### src/rtl/core/rlew_pkg.sv
// Shared types and constants of the RLEW word run encoder.
package rlew_pkg;

   localparam int WORD_W         = 16;
   localparam int CSR_ADDR_W     = 1;
   localparam int CSR_DATA_W     = 32;
   localparam int CMD_FIFO_DEPTH = 4;

   localparam logic [WORD_W-1:0] RUN_LIMIT     = 16'hFFFF;
   localparam logic [WORD_W-1:0] SHORT_RUN_MAX = 16'd3;

   localparam logic [CSR_ADDR_W-1:0] CSR_TAG_WORD = 1'b0;

   typedef struct packed {
      logic [WORD_W-1:0] in_word;
      logic              in_last;
   } req_type;

   typedef struct packed {
      logic [WORD_W-1:0] out_word;
      logic              item_done;
      logic              stream_end;
   } rsp_type;

   typedef struct packed {
      logic              vld;
      logic [WORD_W-1:0] value;
      logic [WORD_W-1:0] count;
   } run_type;

   // Runs closed by one transaction: the run ended by a differing word,
   // then the run ended by the count limit or the last-word mark.
   typedef struct packed {
      run_type run_a;
      run_type run_b;
      logic    last;
   } cmd_type;

endpackage

### src/rtl/core/rlew_front.sv
// Front end: tracks the open run and issues closed runs as commands.
module rlew_front (
   input  logic               clock,
   input  logic               reset,
   input  logic               push,
   input  rlew_pkg::req_type  req_item,
   input  logic               cmd_full,
   output logic               cmd_push,
   output rlew_pkg::cmd_type  cmd_data
);

   logic [rlew_pkg::WORD_W-1:0] run_value_ff, run_value_in;
   logic [rlew_pkg::WORD_W-1:0] run_count_ff, run_count_in;
   logic [rlew_pkg::WORD_W-1:0] new_value, new_count;
   logic                        accept, close_a, close_b, restart;

   assign accept  = push && !cmd_full;
   assign close_a = (run_count_ff != '0) && (req_item.in_word != run_value_ff);
   assign restart = (run_count_ff == '0) || close_a;

   assign new_value = restart ? req_item.in_word : run_value_ff;
   assign new_count = restart ? {{(rlew_pkg::WORD_W-1){1'b0}}, 1'b1}
                              : run_count_ff + 1'b1;
   assign close_b   = (new_count == rlew_pkg::RUN_LIMIT) || req_item.in_last;

   always_comb begin
      run_value_in = run_value_ff;
      run_count_in = run_count_ff;
      if (accept) begin
         run_value_in = new_value;
         run_count_in = close_b ? '0 : new_count;
      end
   end

   always_ff @(posedge clock) begin
      if (reset) begin
         run_value_ff <= '0;
         run_count_ff <= '0;
      end else begin
         run_value_ff <= run_value_in;
         run_count_ff <= run_count_in;
      end
   end

   assign cmd_push            = accept && (close_a || close_b);
   assign cmd_data.run_a.vld   = close_a;
   assign cmd_data.run_a.value = run_value_ff;
   assign cmd_data.run_a.count = run_count_ff;
   assign cmd_data.run_b.vld   = close_b;
   assign cmd_data.run_b.value = new_value;
   assign cmd_data.run_b.count = new_count;
   assign cmd_data.last        = req_item.in_last;

endmodule

### src/rtl/core/rlew_cmd_fifo.sv
// Short command queue between front end and back end.
module rlew_cmd_fifo #(
   parameter int DEPTH = rlew_pkg::CMD_FIFO_DEPTH
) (
   input  logic              clock,
   input  logic              reset,
   input  logic              wr_en,
   input  rlew_pkg::cmd_type wr_data,
   input  logic              rd_en,
   output rlew_pkg::cmd_type rd_data,
   output logic              full,
   output logic              empty
);

   localparam int PTR_W = (DEPTH > 1) ? $clog2(DEPTH) : 1;
   localparam int CNT_W = $clog2(DEPTH + 1);
   localparam logic [PTR_W-1:0] LAST_PTR = PTR_W'(DEPTH - 1);
   localparam logic [CNT_W-1:0] FULL_CNT = CNT_W'(DEPTH);

   rlew_pkg::cmd_type  mem_ff [DEPTH];
   logic [PTR_W-1:0]   wr_ptr_ff, wr_ptr_in;
   logic [PTR_W-1:0]   rd_ptr_ff, rd_ptr_in;
   logic [CNT_W-1:0]   count_ff, count_in;
   logic               do_wr, do_rd;

   assign full  = (count_ff == FULL_CNT);
   assign empty = (count_ff == '0);
   assign do_wr = wr_en && !full;
   assign do_rd = rd_en && !empty;

   always_comb begin
      wr_ptr_in = wr_ptr_ff;
      rd_ptr_in = rd_ptr_ff;
      count_in  = count_ff;
      if (do_wr) begin
         wr_ptr_in = (wr_ptr_ff == LAST_PTR) ? '0 : wr_ptr_ff + 1'b1;
      end
      if (do_rd) begin
         rd_ptr_in = (rd_ptr_ff == LAST_PTR) ? '0 : rd_ptr_ff + 1'b1;
      end
      if (do_wr && !do_rd) begin
         count_in = count_ff + 1'b1;
      end else if (do_rd && !do_wr) begin
         count_in = count_ff - 1'b1;
      end
   end

   always_ff @(posedge clock) begin
      if (reset) begin
         wr_ptr_ff <= '0;
         rd_ptr_ff <= '0;
         count_ff  <= '0;
      end else begin
         wr_ptr_ff <= wr_ptr_in;
         rd_ptr_ff <= rd_ptr_in;
         count_ff  <= count_in;
      end
   end

   always_ff @(posedge clock) begin
      if (do_wr) begin
         mem_ff[wr_ptr_ff] <= wr_data;
      end
   end

   assign rd_data = mem_ff[rd_ptr_ff];

endmodule

### src/rtl/core/rlew_back.sv
// Back end: expands closed runs into output words, one word per cycle while the output register is free or popped.
module rlew_back (
   input  logic                        clock,
   input  logic                        reset,
   input  logic [rlew_pkg::WORD_W-1:0] tag_word,
   input  logic                        cmd_empty,
   input  rlew_pkg::cmd_type           cmd_data,
   output logic                        cmd_pop,
   input  logic                        pop,
   output logic                        empty,
   output rlew_pkg::rsp_type           rsp_item
);

   logic                        phase_ff, phase_in;
   logic [1:0]                  idx_ff, idx_in;
   logic                        out_vld_ff, out_vld_in;
   rlew_pkg::rsp_type           out_ff, out_in;
   logic                        eff_phase, triple, run_end, cmd_end, can_load, emit;
   rlew_pkg::run_type           cur;
   logic [1:0]                  last_idx;
   logic [rlew_pkg::WORD_W-1:0] word;

   assign eff_phase = phase_ff || !cmd_data.run_a.vld;
   assign cur       = eff_phase ? cmd_data.run_b : cmd_data.run_a;
   assign triple    = (cur.count > rlew_pkg::SHORT_RUN_MAX) || (cur.value == tag_word);
   assign last_idx  = triple ? 2'd2 : cur.count[1:0] - 2'd1;
   assign run_end   = (idx_ff == last_idx);
   assign cmd_end   = run_end && (eff_phase || !cmd_data.run_b.vld);

   always_comb begin
      word = cur.value;
      if (triple) begin
         case (idx_ff)
            2'd0:    word = tag_word;
            2'd1:    word = cur.count;
            default: word = cur.value;
         endcase
      end
   end

   assign can_load = !out_vld_ff || pop;
   assign emit     = !cmd_empty && can_load;
   assign cmd_pop  = emit && cmd_end;

   always_comb begin
      phase_in   = phase_ff;
      idx_in     = idx_ff;
      out_vld_in = out_vld_ff;
      out_in     = out_ff;
      if (pop && out_vld_ff) begin
         out_vld_in = 1'b0;
      end
      if (emit) begin
         out_vld_in        = 1'b1;
         out_in.out_word   = word;
         out_in.item_done  = cmd_end;
         out_in.stream_end = cmd_end && cmd_data.last;
         if (cmd_end) begin
            phase_in = 1'b0;
            idx_in   = '0;
         end else if (run_end) begin
            phase_in = 1'b1;
            idx_in   = '0;
         end else begin
            idx_in = idx_ff + 2'd1;
         end
      end
   end

   always_ff @(posedge clock) begin
      if (reset) begin
         phase_ff   <= 1'b0;
         idx_ff     <= '0;
         out_vld_ff <= 1'b0;
      end else begin
         phase_ff   <= phase_in;
         idx_ff     <= idx_in;
         out_vld_ff <= out_vld_in;
      end
   end

   always_ff @(posedge clock) begin
      out_ff <= out_in;
   end

   assign empty    = !out_vld_ff;
   assign rsp_item = out_ff;

endmodule

### src/rtl/core/rlew_word_run_encoder.sv
// Top level of the RLEW 16-bit word run-length encoder.
//
// Input queue port: req_item (word and last-word mark) is taken when push is
// high and full is low. Result queue port: while empty is low, rsp_item holds
// the oldest compressed word; it is taken when pop is high. item_done marks
// the last word caused by an input transaction, stream_end the final word of
// a compressed stream. A transaction that only extends a run gives no words.
// The tag word sits in a register at address 0 of the APB-style port.
// Throughput: one input transaction per cycle while full is low, set by the run
// tracker; the back end writes one output word per cycle unless the receiver
// stalls, so a transaction that closes runs gives 1 to 6 words and the command
// queue (CMD_FIFO_DEPTH entries) absorbs the bursts. The first word of a
// transaction passes through the command queue and then the output register.
// If the receiver stalls, words wait in the output register, the queue
// fills and full rises. Reset empties both queues, clears the open run and
// sets the tag word to 0.
module rlew_word_run_encoder #(
   parameter int FIFO_DEPTH = rlew_pkg::CMD_FIFO_DEPTH
) (
   input  logic                            clock,
   input  logic                            reset,
   input  logic                            push,
   output logic                            full,
   input  rlew_pkg::req_type               req_item,
   output logic                            empty,
   input  logic                            pop,
   output rlew_pkg::rsp_type               rsp_item,
   input  logic                            psel,
   input  logic                            penable,
   input  logic                            pwrite,
   input  logic [rlew_pkg::CSR_ADDR_W-1:0] paddr,
   input  logic [rlew_pkg::CSR_DATA_W-1:0] pwdata,
   output logic [rlew_pkg::CSR_DATA_W-1:0] prdata,
   output logic                            pready
);

   logic [rlew_pkg::WORD_W-1:0] tag_word_ff, tag_word_in;
   logic                        csr_wr;
   logic                        cmd_push, cmd_pop, cmd_full, cmd_empty;
   rlew_pkg::cmd_type           cmd_wdata, cmd_rdata;

   assign pready = 1'b1;
   assign csr_wr = psel && penable && pwrite && pready && (paddr == rlew_pkg::CSR_TAG_WORD);

   assign tag_word_in = csr_wr ? pwdata[rlew_pkg::WORD_W-1:0] : tag_word_ff;

   always_ff @(posedge clock) begin
      if (reset) begin
         tag_word_ff <= '0;
      end else begin
         tag_word_ff <= tag_word_in;
      end
   end

   always_comb begin
      prdata = '0;
      if (paddr == rlew_pkg::CSR_TAG_WORD) begin
         prdata = {{(rlew_pkg::CSR_DATA_W-rlew_pkg::WORD_W){1'b0}}, tag_word_ff};
      end
   end

   assign full = cmd_full;

   rlew_front u_front (
      .clock    (clock),
      .reset    (reset),
      .push     (push),
      .req_item (req_item),
      .cmd_full (cmd_full),
      .cmd_push (cmd_push),
      .cmd_data (cmd_wdata)
   );

   rlew_cmd_fifo #(
      .DEPTH (FIFO_DEPTH)
   ) u_cmd_fifo (
      .clock   (clock),
      .reset   (reset),
      .wr_en   (cmd_push),
      .wr_data (cmd_wdata),
      .rd_en   (cmd_pop),
      .rd_data (cmd_rdata),
      .full    (cmd_full),
      .empty   (cmd_empty)
   );

   rlew_back u_back (
      .clock     (clock),
      .reset     (reset),
      .tag_word  (tag_word_ff),
      .cmd_empty (cmd_empty),
      .cmd_data  (cmd_rdata),
      .cmd_pop   (cmd_pop),
      .pop       (pop),
      .empty     (empty),
      .rsp_item  (rsp_item)
   );

endmodule

### config.mk
export PLATFORM = sky130hd
export DESIGN_NAME = rlew_word_run_encoder
export DESIGN_NICKNAME = d
export VERILOG_FILES = /design/src/rtl/core/rlew_pkg.sv /design/src/rtl/core/rlew_front.sv /design/src/rtl/core/rlew_cmd_fifo.sv /design/src/rtl/core/rlew_back.sv /design/src/rtl/core/rlew_word_run_encoder.sv
export SDC_FILE = /design/constraint.sdc
export NUM_CORES = 1
export LEC_CHECK = 0
export BUFFER_PORTS_ARGS = -buffer_cell sky130_fd_sc_hd__buf_2
export CAP_MARGIN = 5
export CORE_UTILIZATION = 25
export CTS_CLUSTER_DIAMETER = 120
export DETAILED_ROUTE_END_ITERATION = 10
export PLACE_DENSITY_LB_ADDON = 0.05
export SYNTH_ARGS = -nofsm -noshare
export SYNTH_HDL_FRONTEND = slang
export SYNTH_SLANG_ARGS = --single-unit
### constraint.sdc
create_clock -name clock -period 7.1 [get_ports clock]
set_input_delay 1.42 -clock clock [delete_from_list [all_inputs] [get_ports clock]]
set_output_delay 1.42 -clock clock [all_outputs]
set_load 0.05 [all_outputs]
### Word-level counts from Yosys, hierarchy flattened

Memories as Yosys holds them, arrays and structs flattened. A register that Yosys moved wholly into a read port is not among the register bits.
Cells that the tools add are included.

* multipliers: 0
* shift operators: 0
* add/subtract/negate cells: 7
* muxes and demuxes: 22
* equal/unequal tests: 8
* reductions and logical operators: 37
* $lt $le $gt $ge: 1
* divide/modulo/power cells: 0
* bitwise gates (word level): 1

Operator list (count)
* $mux W16: 5
* $mux W32: 1
* $pmux W16 S2: 1
* $add A16 B1 Y16 const B: 1
* $eq A16 B16 Y1: 1
* $eq A16 B16 Y1 const B: 1
* $gt A16 B2 Y1 const B: 1
* $logic_not A16 Y1: 1
* $ne A16 B16 Y1: 1
* $reduce_bool A16 Y1: 1
* $logic_and A1 B1 Y1: 15
* $mux W2: 7
* $logic_not A1 Y1: 7
* $logic_or A1 B1 Y1: 7
* $add A2 B1 Y2 const B: 3
* $mux W1: 6
* $mux W3: 2
* $reduce_bool A2 Y1: 3
* $eq A2 B2 Y1 const B: 2
* $add A3 B1 Y3 const B: 1
* $eq A3 B3 Y1 const B: 1
* $logic_not A3 Y1: 1
* $sub A3 B1 Y3 const B: 1
* $eq A2 B1 Y1 const B: 1
* other kinds (5): 5

* bits in latches: 0
* bits of input ports: 57
* bits in read-only memories: 0
* memory bits (writable): 268
* logic and storage cells: 89
* memories kept: 1
* output and inout bits: 53
* bits in registers: 77

Memory list
* u_cmd_fifo.mem_ff: depth 4, width 67, rd ports 1, clocked after memory_dff 1, wr ports 1, RTL line rlew_cmd_fifo.sv:20 `rlew_pkg::cmd_type mem_ff [DEPTH];`

### Logic depth before layout (Yosys ltp)

* depth in word-level cells: 13
* depth in mapped cells: 19
* gate-level depth less buffers: 16

### Hierarchy

A second synthesis with hierarchy kept.

* cells, all modules: 1044
* area, all modules: 15354.7 um2

Modules (own cells, without submodules)
* rlew_cmd_fifo: times used 1, sequential area each 8227.9 um2, area each 10172.3 um2, cells an instance 400
* rlew_front: times used 1, sequential area each 640.6 um2, area each 2162.1 um2, cells an instance 284
* rlew_back: times used 1, sequential area each 620.6 um2, area each 2033.2 um2, cells an instance 254
* rlew_word_run_encoder: times used 1, sequential area each 320.3 um2, area each 987.2 um2, cells an instance 106

### Worst setup path before layout

No wires, ideal clock.

* path type: input port to flip-flop
* start: input req_item[4] in the netlist's numbering
* end: memory u_cmd_fifo.mem_ff[0][0] in the netlist's numbering (enable)
* path slack: 1928 ps
* buffers on the path: 2
* arrival time: 4740 ps
* setup time: 432 ps
* required time: 6668 ps
* cell stages on the path: 11
* cell sequence: xor2_1 -> nor4_1 -> nand4_1 -> nand2b_1 -> clkbuf_1 -> nor2_1 -> a41oi_1 -> inv_1 -> o21a_1 -> buf_2 -> and2_1

RTL lines
* start, declared: RTL line rlew_word_run_encoder.sv:24 `input rlew_pkg::req_type req_item,`
* end, declared: RTL line rlew_cmd_fifo.sv:20

==> impl_metrics.tcl <==
set metrics [dict create \
    netlist_area_um2 14800 \
    cts_tree "done" \
    place_congestion 0.684 \
    fin_util_pct 30.1 \
    leakage_nw 5.83 \
    worstHoldPathType "reg2reg" \
    cp_num_buf_inv 4 \
    htreeDepth 2 \
    slowest_delay_ns 0.69 \
    grtUsageTotal_pct 14.2 \
    wl_per_cell_um 22.2 \
    relSlewSlack_pct 36.0 \
    layout-drive-gt1-share_pct 22.5 \
    synth_cells 1015 \
    clock_latency_ns 0.57 \
    post_dp_cell_area_um2 16100 \
    crit_fanout 17 \
    hp-start "u_back.out_vld_ff" \
    yosysTopAreaCell "edfxtp_1" \
    crit_end "u_cmd_fifo.count_ff[2]" \
    crit_path_start_kind "input pin" \
    maxCapViolations 0 \
    outcome "complete, no violations" \
    slowest_stage "nor4_1" \
    synth_cell_type_count 59 \
    diodes 0 \
    synth_top_area_share_pct 58.0 \
    reg2reg_depth 16 \
    final_nets 1158 \
    power_mw 5.56 \
    setup-violations-final 0 \
    clock_sinks 347 \
    synthFlopType "edfxtp_1" \
    crit_chain "buf_2 -> xor2_1 -> nor4_1 -> nand4_1 -> nand2b_1 -> buf_4 -> nor2_1 -> a41oi_1 -> inv_1 -> o21a_1 -> ha_1 -> inv_1 -> fa_1 -> xor2_1 -> or3_1 -> a21oi_1" \
    cp.required_ns 7.59 \
    grt_overflow 0 \
    ant_nets 0 \
    worstPathArrival_ns 5.86 \
    initial_utilization_pct 25.5 \
    via_per_inst 4.47 \
    fp-row-count 88 \
    cts_root_buf "clkbuf_16" \
    grt_max_degree 44 \
    fmax_mhz 186 \
    clockBufferDepth 3 \
    dr.pass1.iters 4 \
    crit_start "req_item[3]" \
    skew_ns 0.0229 \
    initialDrtViolationCount 398 \
    post-route-period-util_pct 75.7 \
    first_global_vias 8753 \
    tns_ns 0 \
    yosysWarnings 0 \
    peakVddDrop_v 0.000174 \
    yosys-top-cells-area "edfxtp_1 58%, mux4_2 9.7%, dfxtp_1 8.2%" \
    ys_ff_latch 347 \
    via_count 8455 \
    slew_viol_final 0 \
    final_area_um2 17500 \
    cts_inserted_buffers 44 \
    design.core.area_um2 58100 \
    end_kind "flip-flop" \
    tightest_slew_ns 0.954 \
    dieArea_um2 60200 \
    critPathKind "in2reg" \
    die_y_um 245 \
    boundaryPins 110 \
    synth-edff-count 286 \
    grt_pass1_wl_mm 61.6 \
    cts.clk_slew.worst_paths_ns 0.06 \
    wl_mm 41.9 \
    async_flop_share_pct 0 \
    finalHoldViolCount 0 \
    io_buffers 76 \
    die_x_um 245 \
    ctsResizeCount 0 \
    cts_setup_buffers 0 \
    r2r_slack_ns 1.85 \
    min_period_ns 5.37 \
    syn_to_final_growth_pct 18.2 \
    avgSynthCellArea_um2 14.6 \
    reg2reg_to "u_cmd_fifo.count_ff[2]" \
    grt_setup_unrepaired "false" \
    crit_cells 16 \
    antenna_found_initial 1 \
    synth-seq-area-share_pct 66.2 \
    holdBufCountCts 0 \
    power.density_nw_per_um2 318 \
    dp_hpwl_mm 27.2 \
    drc 0 \
    path_delay_family "simple AND/OR/NAND/NOR gates" \
    fillers 5856 \
]
[cells in the mapped netlist, types with 2 or more instances]
cell and count:
inv_1 20, conb_1 2, nor3b_1 2, nand4b_1 2, nor3_1 18, nand3b_1 4, nand2b_1 3, buf_4 19
mux4_2 64, mux2i_1 34, nand2_1 128, buf_2 11, nor2_1 38, edfxtp_1 286, a21oi_1 45, a31oi_1 8
and2_1 10, and3_1 3, and4_1 2, buf_6 6, xor2_1 24, o21a_1 3, mux2_2 5, dfxtp_1 61
nor4_1 16, clkbuf_1 49, xnor2_1 22, mux2i_2 2, o21ai_1 9, a22o_1 3, nand3_1 19, ha_1 11
buf_1 5, nor2b_1 20, o32ai_1 2, nor4_2 5, a211oi_2 2, o21ai_0 26, nand4_1 6
[cell families (layout without fill, tap and decap cells)]
| logic type | Yosys count | count (layout) | share of synthesized area [%] |
|---|---|---|---|
| flip-flops | 347 | 347 | 66.2 |
| AND/OR/NAND/NOR | 283 | 283 | 9.26 |
| buffers and inverters | 110 | 205 | 3.67 |
| AO/OA/AOI/OAI | 109 | 109 | 4.30 |
| multiplexers | 106 | 106 | 12.7 |
| XOR/XNOR | 46 | 46 | 2.72 |
| adder cells (fa/ha/maj) | 12 | 12 | 1.06 |
| other | 2 | 17 | 0.0507 |
[per-layer routing]
metal  track usage (%)  share of wire [%]  routed length, um
met5                 0                  0                  0
met4              4.00                2.3                954
met3              2.79                3.7               1540
met2              22.0                 45              18900
met1              19.9                 49              20500
[flip-flops by register name (all words and copies together) (netlist names), named ones only]
| signal | cells |
|---|---|
| u_cmd_fifo.count_ff | 3 |
| tag_word_ff | 16 |
| u_back.idx_ff | 2 |
| u_back.out_vld_ff | 1 |
| u_back.phase_ff | 1 |
| u_cmd_fifo.mem_ff | 268 |
| u_cmd_fifo.rd_ptr_ff | 2 |
| u_cmd_fifo.wr_ptr_ff | 2 |
| u_front.run_value_ff | 16 |
| u_back.rsp_item | 18 |
| u_front.run_count_ff | 16 |
[area by class of cell]
type / instances / area (um2) / area share (%)
well taps: 765 / 957 / 5.47
clock inverters: 16 / 131 / 0.750
inverters: 20 / 75.1 / 0.429
multi-input cells: 573 / 4540 / 25.9
repair buffers: 103 / 708 / 4.04
flip-flops and latches: 347 / 9820 / 56.1
clock buffers: 66 / 1290 / 7.35
[through the flow]
step | cells | worst slack, ns | hold slack (ns)
floorplan | 1030 | 1.93 | 0.446
global placement | 1808 | 1.12 | 0.458
detailed placement | 1808 | 1.10 | 0.474
CTS | 1890 | 1.70 | 0.482
global route | 1890 | 1.41 | 0.513
finish | 1890 | 1.73 | 0.475
[worst min-delay path, delay by kind of cell, from the launching register on]
kind	cells	cell delay (ns)
DFF	1	0.32
AOI/OAI and AO/OA	1	0.05
and+or+nand+nor	1	0.06
[worst min path at each step]
| stage | end | slack [ns] | cells after the start |
|---|---|---|---|
| 2_1_floorplan | u_back.out_vld_ff | 0.45 | 2 |
| 3_3_place_gp | u_back.out_vld_ff | 0.46 | 2 |
| 3_5_place_dp | u_back.out_vld_ff | 0.47 | 2 |
| 4_1_cts | u_back.out_vld_ff | 0.48 | 2 |
| 5_1_grt | u_back.out_vld_ff | 0.51 | 2 |
| 6_report | u_back.out_vld_ff | 0.47 | 2 |
[power breakdown]
part           switching (mW)  internal, mW
logic                   0.666         0.264
registers              0.0798          2.37
clock network           0.862          1.32
total                    1.61          3.96
[cells in the final DEF, fill, tap and decap left out, types with 18 or more instances in the layout]
master,n
nor2_1,38
nand3_1,19
mux4_2,64
edfxtp_1,286
dfxtp_1,59
o21ai_0,26
mux2i_1,34
inv_1,20
nand2_1,128
xor2_1,24
xnor2_1,22
nor2b_1,19
buf_2,76
a21oi_1,45
nor3_1,18
clkbuf_16,46
(Power assumes the default switching activity.)
